## src/tcb_pkg.sv

```systemverilog
package tcb_pkg;

  // Cycle costs reported with each result
  localparam logic [3:0] BRANCH_CYCLES = 4'd3;
  localparam logic [3:0] LINK_CYCLES   = 4'd4;
  localparam logic [3:0] BASE_CYCLES   = 4'd1;

  // Top nibble of an exception-return address
  localparam logic [3:0] EXC_RETURN_NIBBLE = 4'hF;

  typedef enum logic [3:0] {
    REQ_CMN     = 4'd0,
    REQ_CMP_IMM = 4'd1,
    REQ_CMP_REG = 4'd2,
    REQ_TST     = 4'd3,
    REQ_B       = 4'd4,
    REQ_B_COND  = 4'd5,
    REQ_BLX     = 4'd6,
    REQ_BX      = 4'd7,
    REQ_BL      = 4'd8
  } req_e;

  typedef enum logic [3:0] {
    COND_EQ = 4'd0,
    COND_NE = 4'd1,
    COND_CS = 4'd2,
    COND_CC = 4'd3,
    COND_MI = 4'd4,
    COND_PL = 4'd5,
    COND_VS = 4'd6,
    COND_VC = 4'd7,
    COND_HI = 4'd8,
    COND_LS = 4'd9,
    COND_GE = 4'd10,
    COND_LT = 4'd11,
    COND_GT = 4'd12,
    COND_LE = 4'd13
  } cond_e;

  typedef enum logic [1:0] {
    FAULT_NONE      = 2'd0,
    FAULT_COND      = 2'd1,
    FAULT_INTERWORK = 2'd2
  } fault_e;

  // Flags: N, Z, C, V from msb to lsb
  typedef struct packed {
    logic n;
    logic z;
    logic c;
    logic v;
  } nzcv_t;

  typedef struct packed {
    logic [3:0]  req_type;
    logic [31:0] operand_a;
    logic [31:0] operand_b;
    logic [23:0] immediate;
    logic [3:0]  condition;
    logic [31:0] pc_value;
  } req_t;

  typedef struct packed {
    nzcv_t       flags;
    logic        branch_taken;
    logic [31:0] next_pc;
    logic        link_write;
    logic [31:0] link_value;
    logic        exception_return;
    logic [1:0]  fault;
    logic [3:0]  cycles;
  } res_t;

endpackage

```

## src/tcb_exec.sv

```systemverilog
module tcb_exec (
  input  tcb_pkg::req_t  req_i,
  input  tcb_pkg::nzcv_t flags_i,
  output tcb_pkg::nzcv_t flags_o,
  output tcb_pkg::res_t  res_o
);

  logic [31:0] add_b;
  logic        add_cin;
  logic [32:0] add_sum;
  logic [31:0] add_res;
  logic [31:0] tst_res;
  logic [31:0] off_b;
  logic [31:0] off_bc;
  logic [31:0] off_bl;
  logic        cond_ok;
  tcb_pkg::nzcv_t arith_flags;

  // CMP adds the complement of the second operand plus one; CMN adds it as is
  always_comb begin
    add_b   = req_i.operand_b;
    add_cin = 1'b1;
    case (tcb_pkg::req_e'(req_i.req_type))
      tcb_pkg::REQ_CMN: begin
        add_b   = req_i.operand_b;
        add_cin = 1'b0;
      end
      tcb_pkg::REQ_CMP_IMM: add_b = ~{8'd0, req_i.immediate};
      default:              add_b = ~req_i.operand_b;
    endcase
  end

  assign add_sum = {1'b0, req_i.operand_a} + {1'b0, add_b} + {32'd0, add_cin};
  assign add_res = add_sum[31:0];
  assign tst_res = req_i.operand_a & req_i.operand_b;

  assign arith_flags.n = add_res[31];
  assign arith_flags.z = (add_res == 32'd0);
  assign arith_flags.c = add_sum[32];
  assign arith_flags.v = ~(req_i.operand_a[31] ^ add_b[31]) & (req_i.operand_a[31] ^ add_res[31]);

  // Halfword offsets, sign extended
  assign off_b  = {{20{req_i.immediate[10]}}, req_i.immediate[10:0], 1'b0};
  assign off_bc = {{23{req_i.immediate[7]}}, req_i.immediate[7:0], 1'b0};
  assign off_bl = {{7{req_i.immediate[23]}}, req_i.immediate[23:0], 1'b0};

  always_comb begin
    case (tcb_pkg::cond_e'(req_i.condition))
      tcb_pkg::COND_EQ: cond_ok = flags_i.z;
      tcb_pkg::COND_NE: cond_ok = ~flags_i.z;
      tcb_pkg::COND_CS: cond_ok = flags_i.c;
      tcb_pkg::COND_CC: cond_ok = ~flags_i.c;
      tcb_pkg::COND_MI: cond_ok = flags_i.n;
      tcb_pkg::COND_PL: cond_ok = ~flags_i.n;
      tcb_pkg::COND_VS: cond_ok = flags_i.v;
      tcb_pkg::COND_VC: cond_ok = ~flags_i.v;
      tcb_pkg::COND_HI: cond_ok = flags_i.c & ~flags_i.z;
      tcb_pkg::COND_LS: cond_ok = flags_i.z | ~flags_i.c;
      tcb_pkg::COND_GE: cond_ok = (flags_i.n == flags_i.v);
      tcb_pkg::COND_LT: cond_ok = (flags_i.n != flags_i.v);
      tcb_pkg::COND_GT: cond_ok = ~flags_i.z & (flags_i.n == flags_i.v);
      tcb_pkg::COND_LE: cond_ok = flags_i.z | (flags_i.n != flags_i.v);
      default:          cond_ok = 1'b0;
    endcase
  end

  always_comb begin
    flags_o                = flags_i;
    res_o.branch_taken     = 1'b0;
    res_o.next_pc          = req_i.pc_value;
    res_o.link_write       = 1'b0;
    res_o.link_value       = 32'd0;
    res_o.exception_return = 1'b0;
    res_o.fault            = tcb_pkg::FAULT_NONE;
    res_o.cycles           = tcb_pkg::BASE_CYCLES;
    case (tcb_pkg::req_e'(req_i.req_type))
      tcb_pkg::REQ_CMN,
      tcb_pkg::REQ_CMP_IMM,
      tcb_pkg::REQ_CMP_REG: flags_o = arith_flags;
      tcb_pkg::REQ_TST: begin
        flags_o.n = tst_res[31];
        flags_o.z = (tst_res == 32'd0);
      end
      tcb_pkg::REQ_B: begin
        res_o.branch_taken = 1'b1;
        res_o.next_pc      = req_i.pc_value + off_b;
        res_o.cycles       = tcb_pkg::BRANCH_CYCLES;
      end
      tcb_pkg::REQ_B_COND: begin
        if (req_i.condition > tcb_pkg::COND_LE) begin
          res_o.fault = tcb_pkg::FAULT_COND;
        end else if (cond_ok) begin
          res_o.branch_taken = 1'b1;
          res_o.next_pc      = req_i.pc_value + off_bc;
          res_o.cycles       = tcb_pkg::BRANCH_CYCLES;
        end
      end
      tcb_pkg::REQ_BLX: begin
        if (!req_i.operand_a[0]) begin
          res_o.fault = tcb_pkg::FAULT_INTERWORK;
        end else begin
          res_o.branch_taken = 1'b1;
          res_o.next_pc      = req_i.operand_a;
          res_o.link_write   = 1'b1;
          res_o.link_value   = req_i.pc_value - 32'd2;
          res_o.cycles       = tcb_pkg::BRANCH_CYCLES;
        end
      end
      tcb_pkg::REQ_BX: begin
        if (!req_i.operand_a[0]) begin
          res_o.fault = tcb_pkg::FAULT_INTERWORK;
        end else begin
          res_o.branch_taken     = 1'b1;
          res_o.next_pc          = req_i.operand_a;
          res_o.exception_return = (req_i.operand_a[31:28] == tcb_pkg::EXC_RETURN_NIBBLE);
          res_o.cycles           = tcb_pkg::BRANCH_CYCLES;
        end
      end
      tcb_pkg::REQ_BL: begin
        res_o.branch_taken = 1'b1;
        res_o.next_pc      = req_i.pc_value + off_bl;
        res_o.link_write   = 1'b1;
        res_o.link_value   = req_i.pc_value;
        res_o.cycles       = tcb_pkg::LINK_CYCLES;
      end
      default: begin
      end
    endcase
    res_o.flags = flags_o;
  end

endmodule

```

## src/thumb_compare_branch_unit.sv

```systemverilog
// Thumb compare and branch execute unit. Each transfer on the input channel
// carries one decoded compare (CMN, CMP, TST) or branch (B, B<cond>, BL, BLX,
// BX) and yields exactly one result transfer: the NZCV flags after the
// instruction, the next PC, the link write, the exception-return request,
// a fault code and the cycle cost. The unit takes one instruction per cycle
// while its input is not stalled. An instruction waits in the input register
// and is then executed into the result register, from which its result is
// offered on the output. The result transfers at an edge where the output
// is not stalled. The flag register is updated as an instruction moves from
// the input register to the result register. A conditional branch directly
// behind a compare therefore sees the new flags. Flags reset to zero.
module thumb_compare_branch_unit (
  input  logic        clk_i,
  input  logic        rst_ni,
  input  logic        in_valid_i,
  output logic        in_stall_o,
  input  logic [3:0]  req_type_i,
  input  logic [31:0] operand_a_i,
  input  logic [31:0] operand_b_i,
  input  logic [23:0] immediate_i,
  input  logic [3:0]  condition_i,
  input  logic [31:0] pc_value_i,
  output logic        out_valid_o,
  input  logic        out_stall_i,
  output logic        flag_n_o,
  output logic        flag_z_o,
  output logic        flag_c_o,
  output logic        flag_v_o,
  output logic        branch_taken_o,
  output logic [31:0] next_pc_o,
  output logic        link_write_o,
  output logic [31:0] link_value_o,
  output logic        exception_return_o,
  output logic [1:0]  fault_o,
  output logic [3:0]  cycles_o
);

  logic           in_valid_q;
  tcb_pkg::req_t  req_q;
  logic           out_valid_q;
  tcb_pkg::res_t  res_q;
  tcb_pkg::res_t  res_d;
  tcb_pkg::nzcv_t flags_q;
  tcb_pkg::nzcv_t flags_d;
  logic           out_free;
  logic           exec_fire;
  logic           in_fire;

  // The result register is free when empty or when its transfer completes now
  assign out_free   = ~out_valid_q | ~out_stall_i;
  // Move the held instruction into the result register
  assign exec_fire  = in_valid_q & out_free;
  // Hold the input side only while the input register cannot advance
  assign in_stall_o = in_valid_q & ~out_free;
  assign in_fire    = in_valid_i & ~in_stall_o;

  always_ff @(posedge clk_i or negedge rst_ni) begin
    if (!rst_ni) begin
      in_valid_q <= 1'b0;
    end else if (!in_stall_o) begin
      in_valid_q <= in_valid_i;
    end
  end

  always_ff @(posedge clk_i) begin
    if (in_fire) begin
      req_q <= '{req_type:  req_type_i,
                 operand_a: operand_a_i,
                 operand_b: operand_b_i,
                 immediate: immediate_i,
                 condition: condition_i,
                 pc_value:  pc_value_i};
    end
  end

  tcb_exec u_exec (
    .req_i   (req_q),
    .flags_i (flags_q),
    .flags_o (flags_d),
    .res_o   (res_d)
  );

  // Advance the architectural flags only when the instruction retires here
  always_ff @(posedge clk_i or negedge rst_ni) begin
    if (!rst_ni) begin
      flags_q <= '0;
    end else if (exec_fire) begin
      flags_q <= flags_d;
    end
  end

  always_ff @(posedge clk_i or negedge rst_ni) begin
    if (!rst_ni) begin
      out_valid_q <= 1'b0;
    end else if (out_free) begin
      out_valid_q <= in_valid_q;
    end
  end

  always_ff @(posedge clk_i) begin
    if (exec_fire) begin
      res_q <= res_d;
    end
  end

  assign out_valid_o        = out_valid_q;
  assign flag_n_o           = res_q.flags.n;
  assign flag_z_o           = res_q.flags.z;
  assign flag_c_o           = res_q.flags.c;
  assign flag_v_o           = res_q.flags.v;
  assign branch_taken_o     = res_q.branch_taken;
  assign next_pc_o          = res_q.next_pc;
  assign link_write_o       = res_q.link_write;
  assign link_value_o       = res_q.link_value;
  assign exception_return_o = res_q.exception_return;
  assign fault_o            = res_q.fault;
  assign cycles_o           = res_q.cycles;

endmodule

```

## config.mk

```make
export PLATFORM = sky130hd
export DESIGN_NAME = thumb_compare_branch_unit
export DESIGN_NICKNAME = d
export VERILOG_FILES = /design/src/tcb_pkg.sv /design/src/tcb_exec.sv /design/src/thumb_compare_branch_unit.sv
export SDC_FILE = /design/constraint.sdc
export NUM_CORES = 1
export LEC_CHECK = 0
export ABC_AREA = 1
export BUFFER_PORTS_ARGS = -buffer_cell sky130_fd_sc_hd__buf_4
export CAP_MARGIN = 30
export CORE_ASPECT_RATIO = 1.4
export CORE_UTILIZATION = 30
export DETAILED_ROUTE_END_ITERATION = 10
export GPL_ROUTABILITY_DRIVEN = 0
export SLEW_MARGIN = 20
export SYNTH_ARGS = -nofsm -noshare
export SYNTH_HDL_FRONTEND = slang
export SYNTH_SLANG_ARGS = --single-unit
```

## constraint.sdc

```tcl
create_clock -name clk_i -period 3.99 [get_ports clk_i]
set_input_delay 0.399 -clock clk_i [delete_from_list [all_inputs] [get_ports clk_i]]
set_output_delay 0.399 -clock clk_i [all_outputs]
set_load 0.02 [all_outputs]
```

After elaboration in Yosys (flattened, before gate mapping):

Cells that the tools add are included.

* add/subtract/negate cells: 6
* equal/unequal tests: 24
* bitwise gates (word level): 23
* reductions and logical operators: 7
* order comparisons: 1
* muxes and demuxes: 18

Operator list (count)
* $pmux 33 s5: 1
* $mux 33: 3
* $add 32x32->32: 3
* $mux 66: 1
* $pmux 33 s2: 1
* $logic_not 32->1: 2
* $pmux 32 s2: 1
* $add 32x32->33: 1
* $add 33x1->33: 1
* $and 32x32->32: 1
* $eq 4x3->1 const B: 8
* $eq 4x4->1 const B: 8
* $not 24->32: 1
* $not 32->32: 1
* $sub 32x2->32 const B: 1
* $eq 4x2->1 const B: 4
* $pmux 4 s4: 1
* $pmux 1 s14: 1
* $not 1->1: 9
* $eq 4x1->1 const B: 2
* $logic_not 4->1: 2
* $mux 2: 4
* $pmux 2 s2: 2
* $and 1x1->1: 6
* 10 further kinds: 14

* output and inout bits: 79
* bits in registers: 211

Depth between registers and ports, before layout:

Gate-level depths: netlist of the first run.

* depth after elaboration: 7
* mapped depth: 26
* gate-level depth less buffers: 25

Hierarchy:

A second synthesis of the first run with hierarchy kept.

* cell total of the unflattened synthesis: 2132
* area, all modules: 15735.1 um2

Modules (own cells, without submodules)
* tcb_exec: seq. area each 0.0 um2, cells an instance 1900, area each 9344.0 um2, times used 1
* thumb_compare_branch_unit: seq. area each 6306.0 um2, cells an instance 232, area each 6391.1 um2, times used 1

Worst setup path before layout of the first run:

OpenSTA, ideal clock, no wires.

* path type: register -> register
* from: register out_valid_q, in the netlist out_valid_o
* to: register req_q[0] (netlist bit) (enable)
* setup time: 481 ps
* buffers on the path: 0
* period minus slack after synthesis: 3784 ps
* cell stages (with the launch flop): 6
* arrival: 3302 ps
* path slack: 206 ps
* cell sequence: dfrtp_1 -> nand2_1 -> nor2_1 -> inv_1 -> nand2_1 -> inv_1

* cells in the longest elaborated chain, start to end: 6

RTL lines
* from (decl): line thumb_compare_branch_unit.sv:40 `logic out_valid_q;`
* from (signal assigned): line thumb_compare_branch_unit.sv:96 `out_valid_q <= in_valid_q;`
* $not 1->1: line thumb_compare_branch_unit.sv:50 `assign out_free = ~out_valid_q | ~out_stall_i;`
* $or 1x1->1: line thumb_compare_branch_unit.sv:50
* $not 1->1: line thumb_compare_branch_unit.sv:54 `assign in_stall_o = in_valid_q & ~out_free;`
* $and 1x1->1: line thumb_compare_branch_unit.sv:54
* named net in_stall_o: line thumb_compare_branch_unit.sv:16 `output logic in_stall_o,`
* $not 1->1: line thumb_compare_branch_unit.sv:55 `assign in_fire = in_valid_i & ~in_stall_o;`
* $and 1x1->1: line thumb_compare_branch_unit.sv:55
* named net in_fire: line thumb_compare_branch_unit.sv:47 `logic in_fire;`
* to (signal assigned): line thumb_compare_branch_unit.sv:67 `req_q <= '{req_type: req_type_i,`
* to (decl): line thumb_compare_branch_unit.sv:39 `tcb_pkg::req_t req_q;`

The timed path passes the listed nets, and every way through them passes these cells.
A chain may end at the register's enable or synchronous reset.

==> out/summary.md, run 1 <==
The flow ran to the end, and the final reports show no timing, DRC or antenna violations. Among cell families on the critical path, the largest total delay comes from simple AND/OR/NAND/NOR gates. The setup check on the worst reg-to-reg path leaves a slack of 0.32 ns. In this run the worst hold path is classified as input pin to flip-flop. The number of slew-limit violations in the final report is 0, and the die boundary height is 272 um. Max-cap violations in this run came to 0. The average vias per placed instance is 5.34, and the die outline area is 0.0529 mm^2.

The run gives 3.97 ns as the data arrival time of the critical path. The tools report the worst hold endpoint as req_q[116]. The worst max-slew margin expressed relative to the limit came out at 0.439. Startpoint-to-endpoint class of the critical path: flip-flop to flip-flop. Total buffers and inverters traversed by the critical path: 3. For the finished layout, the period the worst path requires is 3.67 ns. Fraction of the yosys area taken by sequential cells: 0.403. The buffers inserted during post-CTS setup optimization was 0. In the final layout, flip-flops and latches occupy 0.00628 mm^2.

After the first detailed-routing iteration, the DRC count stood at 1513. Pin placement for this block handled 211 I/O pins. The fraction of registers with async set or reset after synthesis was 0.0286. The first global-routing pass estimated 87.6 mm of wire. The average wire length per cell after detail routing is 20.2 um. The worst voltage drop across the vdd grid was 0.284 mV; the die span in x was 195 um.

The first detailed-routing pass took 8 iterations. The aggregate routed wire length is 59.1 mm. The number of endpoints with negative hold slack in the final report was 0. The delay of the slowest cell on the worst path is 0.45 ns. At the later pin of the worst-skew pair, clock insertion delay measures 0.55 ns. Summing all placed instances gives a cell area of 0.0180 mm^2. The power density over the cells is 392 mW/mm^2. The register bit total from synthesis is 210, and the final setup TNS is 0 ns.

The floorplan row count was 98; the cell count of the worst hold path was 1. In the synthesized netlist, the cells that appear most often are nand2_1, inv_1, edfxtp_1. The worst setup path is launched from a flip-flop.

The critical path goes through nor2_1 -> inv_1 -> nor2_1 -> inv_1 -> nand2_1 -> o21ai_0 -> fa_1 -> fa_1 -> inv_1 -> nand2_1 -> nand2_1 -> nand3_1 -> nand2_2 -> nand2_1 -> nand2_1 -> xor2_1 -> nor2_1 -> nand3_1 -> nor2_1 -> nand4_1 -> nand2_1. At the worst endpoint, the required time is 4.30 ns. The slew at the pin closest to its max-slew limit works out to 0.840 ns.

The share of Yosys cell area claimed by the top area cell type was 0.393. The most repeated cell in the gate-level netlist after synthesis was nand2_1. Based on the critical path, the design can be clocked at up to 273 MHz. Counting every sink on the clock net gives 210. Final worst clock skew: 0.0191 ns.

The most frequent cell on the critical path was nand2_1. Counting every instance in the synthesized netlist gives 2044. During synthesis, Yosys emitted a total of 0 warnings.

Each instance of the synthesized netlist takes up on average 7.63 um^2. The biggest area contributor in the post-synthesis netlist is edfxtp_1. In this run the standard cell core region covers 0.0513 mm^2. For this block, the via count after detailed routing is 15600. Start of the worst register-to-register path: req_q[126].

Setup repair after global routing left no endpoint under its margin. The number of antenna diodes in the final layout is 0. The layout has 5331 filler cells. For the residual DRC count, the log shows 0.

The share of the cycle needed by the critical path after routing works out to 0.919. By area the synthesized netlist is led by edfxtp_1, nand2_1, ha_1. The run gives 0 as the number of nets with antenna violations after routing.

The cell count of the worst reg-to-reg path is 21, and the number of nets produced by synthesis is 2263. In this run the worst path has a maximum fanout of 4. The maximum buffer depth of the clock tree is 3.

In the synthesized netlist the dominant register cell turns out to be edfxtp_1. The run gives 0 as the total congestion overflow after global routing. The final worst hold slack was 0.0208 ns.

The global router's overall resource usage was 0.219. The terminus of the critical flop-to-flop path was flag_z_o. The effective utilization at floorplan is 0.304. CTS placed an instance of clkbuf_16 at the clock tree root. After clock tree synthesis, the clock-pin slew on the worst setup and hold paths is 0.07 ns.

The initial antenna violation count is 0. The netlist area before placement was 0.0156 mm^2; the area growth from synthesis to layout was 20.4%. The finished cells cover 0.0188 mm^2. After the last flow step, the layout net total stands at 2482. The number of enable flip-flop cells after synthesis is 204. TritonCTS built the clock tree. The tools report the via count of the first global-routing pass as 15200. The port buffer count is 209.

The worst setup path is captured at a flip-flop. In this run the most critical hold path is launched from operand_a_i[24]. On the critical path, the stage with the largest delay is an instance of fa_1.

The number of buffers added by the clock tree synthesis step is 22, and the ratio of cells with drive above 1 in the final layout is 0.147. The H-tree depth was 1. Yosys mapped the design onto 58 distinct sky130hd cell types. The logs give 0.00810 mm^2 for the area of the multi-input gates and 0.00737 W for the overall power consumption.

The reported leakage power was 8.23 nW; the setup-violating endpoint count in the final report was 0. Detailed placement ended at an HPWL of 47.6 mm. Entering global routing, the biggest net connects 101 pins.
## kinds of logic (layout without fill, tap and decap cells)
logic type / Yosys count / count (layout) / synth area share
DFF: 210 / 210 / 0.403
AOI/OAI and AO/OA: 465 / 465 / 0.169
adders and majority gates: 87 / 87 / 0.0713
other: 1 / 1 / 0.000241
xor gates and xnor gates: 30 / 30 / 0.0169
buffers and inverters: 313 / 545 / 0.0790
and+or+nand+nor: 938 / 938 / 0.261
## per-stage QoR
step / setup slack (ns) / cells / util
2_1_floorplan: 0.206 / 2044 / -
3_5_place_dp: 0.309 / 2883 / 0.351
5_1_grt: 0.0189 / 2926 / 0.366
6_report: 0.322 / 2926 / 0.366
3_3_place_gp: 0.327 / 2883 / 0.351
4_1_cts: 0.318 / 2926 / 0.366
## sequential cells by signal, summed over array words and instances, names as in the netlist
name and cells:
out_valid_o 1, flag_v_o 1, exception_return_o 1, fault_o 2
flag_n_o 1, flags_q 4, flag_c_o 1, cycles_o 3
next_pc_o 32, link_write_o 1, flag_z_o 1, in_valid_q 1
link_value_o 32, req_q 128, branch_taken_o 1
## worst max path at each step
stage | startpoint | to | slack [ns] | depth (start not counted)
global placement | req_q[126] | flags_q[2] | 0.33 | 21
finish | req_q[126] | flag_z_o | 0.32 | 21
floorplan | out_valid_o | req_q[0] | 0.21 | 5
global route | req_q[126] | flags_q[2] | 0.02 | 25
detailed placement | req_q[126] | flag_z_o | 0.31 | 21
CTS | req_q[126] | flag_z_o | 0.32 | 21
## final cells by class
cell class | count | share of cell area
Tap cell | 650 | 0.0433
Multi-Input combinational cell | 1521 | 0.431
Clock inverter | 12 | 0.00846
Sequential cell | 210 | 0.334
Inverter | 268 | 0.0537
Timing Repair Buffer | 240 | 0.0991
Clock buffer | 25 | 0.0299
## metal layers
metal | GRT usage | wire length (um) | part of all wire | up-vias
li1 | - | - | - | 7455
met1 | 0.232 | 20500 | 0.35 | 7134
met2 | 0.400 | 29800 | 0.51 | 787
met3 | 0.0297 | 4180 | 0.071 | 238
met4 | 0.154 | 4570 | 0.077 | 0
met5 | 0 | 0 | 0 | -
## timing repair
item / in CTS / in global routing
gates resized for setup: 0 / 4
setup endpoints to repair: 0 / 1
hold endpoints to repair: 11 / 0
hold buffers: 6 / 0
## placed cells by master, fill, tap and decap left out, types with 4 or more instances in the layout
cell and instances:
a21o_1 8, a21oi_1 185, a21oi_2 4, a221oi_1 22
a22oi_1 6, a31oi_1 19, buf_4 229, clkbuf_16 22
clkinv_1 4, dfrtp_1 6, dlygate4sd3_1 6, edfxtp_1 204
ha_1 84, inv_1 261, inv_2 6, nand2_1 510
nand2_2 9, nand3_1 117, nand3b_1 8, nand4_1 34
nor2_1 176, nor2_2 15, nor2_4 6, nor3_1 22
nor4_1 9, o211ai_1 10, o21a_1 6, o21ai_0 155
o21ai_1 9, o21bai_1 6, o22ai_1 16, or2_2 13
xnor2_1 16, xor2_1 14
## report_power, final
group	internal, W	switching, W
clock network	0.00121	0.000901
logic	0.000811	0.00154
registers	0.00269	0.000214
Note: power is estimated with default switching activity, not from simulation.
==> run 2: changes to the inputs <==
==> constraint.sdc (replaced) <==
create_clock -name clk_i -period 4.2 [get_ports clk_i]
set_input_delay 0.42 -clock clk_i [delete_from_list [all_inputs] [get_ports clk_i]]
set_output_delay 0.42 -clock clk_i [all_outputs]
set_load 0.02 [all_outputs]
==> run 2 against run 1 <==
Net effect:
- count of clock-buffer cells in the layout grew 3
- wire length rose by 0.47%
- largest cell class unchanged
- final cell count shrank 0.14%
- via count decreased by 0.12%
- combinational power fell by 5%
- clock power increased by 2%
- maximum frequency fell by 6.8%
- power down 2.8%
==> out/summary.md, run 2 (same netlist as run 1, synthesis figures left out) <==
The port buffer count came out at 209 (unchanged). The run gives 0.229 (-0.00223) as the met1 demand-to-capacity share in global routing. The sink count of the clock tree is 210 (unchanged), and the slew at the pin closest to its max-slew limit is 0.866 ns (+0.0255 ns).

The footprint of the flip-flops and latches was 0.00628 mm^2 (unchanged). The number of flip-flops in the largest register is 128 (unchanged), and the ratio of cells with drive above 1 in the final layout is 0.147 (+0.000258). Worst setup margin: 0.263 ns (-0.0590 ns). The cell count of the worst reg-to-reg path is 21 (unchanged), and the global routing met3 resource utilization is 0.0298 (+0.000124). The library cell used most frequently in the layout, excluding fill and tap cells, is nand2_1. The required time of the critical path came out at 4.49 ns (+0.19 ns). The clock transition time at the flip-flop clock pins of the worst setup and hold paths came out at 0.07 ns (about the same). The tools report the maximum buffer depth of the clock tree as 3 (unchanged). The tools report the detailed router's first-iteration violation count as 1580 (+4.4%). Walking the worst path, the cells encountered are nor2_1 -> inv_1 -> nor2_1 -> inv_1 -> buf_4 -> o21ai_0 -> fa_1 -> fa_1 -> inv_1 -> nand2_1 -> nand2_1 -> nand3_1 -> nand2_2 -> nand2_1 -> nand2_1 -> xor2_1 -> nor2_1 -> nand3_1 -> nor2_1 -> nand4_1 -> nand2_1.

The residual DRC count was 0 (unchanged). The logs give 47.9 mm (+0.65%) for the detailed placement HPWL and 0.00810 mm^2 (unchanged) for the area of the multi-input gates. For this design, the slowest cell found on the critical path is fa_1.

The tools report the first-pass GRT wire length as 87.1 mm (-0.63%). The logs give 0.0333 ns (+0.0125 ns) for the final worst hold slack and 0.313 mV (+10%) for the worst voltage drop across the vdd grid. Highest clock rate: 254 MHz (-6.8%).

The time the final worst path needs with I/O delays and setup came out at 3.94 ns (+0.269 ns). The total congestion overflow after global routing is 0 (unchanged), and the highest net fanout along the worst path is 24 (+20). The largest net degree at the start of global routing is 84 (-17%), and the initial antenna violation count is 0 (unchanged).

The tools report the number of inserted diodes as 0 (unchanged). The data arrival time of the critical path came out at 4.23 ns (+0.26 ns). Routing layer with the top usage in global route: met2.

Count of boundary I/O pins: 211 (unchanged). The average wire length per cell after detail routing came out at 20.3 um (+0.60%). The path class of the tightest hold or removal check is input pin to flip-flop. The tools report the number of endpoints with negative hold slack in the final report as 0 (unchanged).

The H-tree depth was 1 (unchanged). The reported leakage power was 8.23 nW (about the same); the number of nets with antenna violations after routing was 0 (unchanged). The post-route standard cell area excluding fillers came out at 0.0188 mm^2 (about the same). The most frequent cell on the critical path is nand2_1.

Setup repair after global routing left no endpoint under its margin. The post-detailed-placement cell area came out at 0.0179 mm^2 (-0.28%). The area growth from synthesis to layout works out to 20.4% (about the same). For the number of search-and-repair iterations in the first detailed-routing pass, the log shows 6 (-2). The die outline area was 0.0529 mm^2 (unchanged). The tools report the floorplan row count as 98 (unchanged). The die boundary height is 272 um (unchanged).

The logs give 2474 (-0.32%) for the number of nets in the finished design and 0.367 ns (+0.0573 ns) for the worst-case setup slack after placement. Number of fill cells: 5364 (+0.62%). Max capacitance violation total: 0 (unchanged).

The top cell types in the final layout, fill and taps aside, are nand2_1, inv_1, buf_4, edfxtp_1, a21oi_1. The category of the worst setup path capture point is a flip-flop. Share of the cycle needed by the critical path after routing: 0.937 (+0.0181). The average vias per placed instance is 5.34 (about the same).

The global-route track usage on met2 is 0.399 (-0.00141). The tools report the critical path startpoint category as a flip-flop. The via count came out at 15600 (-0.12%).

Root buffer cell: clkbuf_16. The worst max-slew margin expressed relative to the limit was 0.422 (-0.0170); the die span in x was 195 um (unchanged). The standard cell core area came out at 0.0513 mm^2 (unchanged). The flow ran to the end, and the final reports show no timing, DRC or antenna violations. Ranked by flip-flop count, first place goes to req_q. The final worst clock skew was 0.0216 ns (+0.00245 ns).

The tools report the final setup TNS as 0 ns (unchanged). TritonCTS built the clock tree. The critical path is of the flip-flop to flip-flop type. The global router's overall resource usage was 0.218 (-0.000817); the cell count of the worst hold path was 1 (unchanged).

The via count of the first global-routing pass was 15000 (-0.99%); the buffers inserted during post-CTS setup optimization was 0 (unchanged). The run gives 23 (+4.5%) as the number of buffers added by the clock tree synthesis step. Effective utilization at floorplan: 0.304 (unchanged).

The power density over the cells is 381 mW/mm^2 (-2.8%), and the setup-violating endpoint count in the final report is 0 (unchanged). The delay of the slowest cell on the worst path works out to 0.47 ns (+0.02 ns). The aggregate routed wire length is 59.3 mm (+0.47%). The tools report the number of slew-limit violations in the final report as 0 (unchanged). The tools report the clock latency at the later pin of the worst-skew pair as 0.56 ns (about the same).
-- run 2: changes by cell type in the layout (fill, tap and decap cells not counted), sizes merged --
cell         previous run  this run
dlygate4sd3             6         1
bufinv                  3         4
inv                   268       273
clkbuf                 25        28
clkinv                  8         4
buf                   234       230
-- run 2: layout make-up --
type,instances,share of cell area
clock inverter,14,0.0107
inverter,268,0.0537
tap,650,0.0433
timing repair buffer,231,0.0945
clock buffer,28,0.0317
sequential,210,0.334
multi-input combinational,1521,0.432
-- run 2: repair_timing --
action | 4_1_cts | 5_1_grt
endpoints found under the setup margin | 0 | 2
resized for setup | 0 | 2
endpoints found under the hold margin | 6 | 0
hold buffers | 1 | 0
-- run 2: report_power, final --
part	switching (W)	internal (W)	leakage (nW)
clock network	0.000886	0.00127	0.384
registers	0.000210	0.00255	2.04
logic	0.00147	0.000766	5.80
-- run 2: metal layers --
metal | vias up | wire, um
met1 | 7134 | 20700
met4 | 0 | 4470
met3 | 224 | 4230
li1 | 7449 | -
met2 | 788 | 29900
met5 | - | 0
-- run 2: final timing paths --
| path | startpoint | to | slack (ns) |
|---|---|---|---|
| setup / recovery | req_q[126] | flag_z_o | 0.26 |
| hold / removal | immediate_i[8] | req_q[44] | 0.03 |
| setup reg to reg | req_q[126] | flag_z_o | 0.26 |
| hold reg to reg | req_q[0] | next_pc_o[0] | 0.53 |
| max in group asynchronous | rst_ni | flags_q[2] | 3.85 |
| min in group asynchronous | rst_ni | in_valid_q | 0.22 |
-- run 2: critical path: cells and delay by family, from the launching register on --
| kind | cells | cell delay (ns) |
|---|---|---|
| AOI/OAI and AO/OA | 1 | 0.17 |
| DFF | 1 | 0.37 |
| xor gates and xnor gates | 1 | 0.33 |
| and+or+nand+nor | 13 | 1.23 |
| buffers and inverters | 4 | 0.66 |
| adders and majority gates | 2 | 0.93 |
-- run 2: stage by stage --
| stage | instances | total power (W) | utilization |
|---|---|---|---|
| 2_1_floorplan | 2044 | 0.00418 | - |
| 3_3_place_gp | 2878 | 0.00497 | 0.350 |
| 3_5_place_dp | 2878 | 0.00499 | 0.350 |
| 4_1_cts | 2921 | 0.00717 | 0.366 |
| 5_1_grt | 2922 | 0.00751 | 0.366 |
| 6_report | 2922 | 0.00716 | 0.366 |
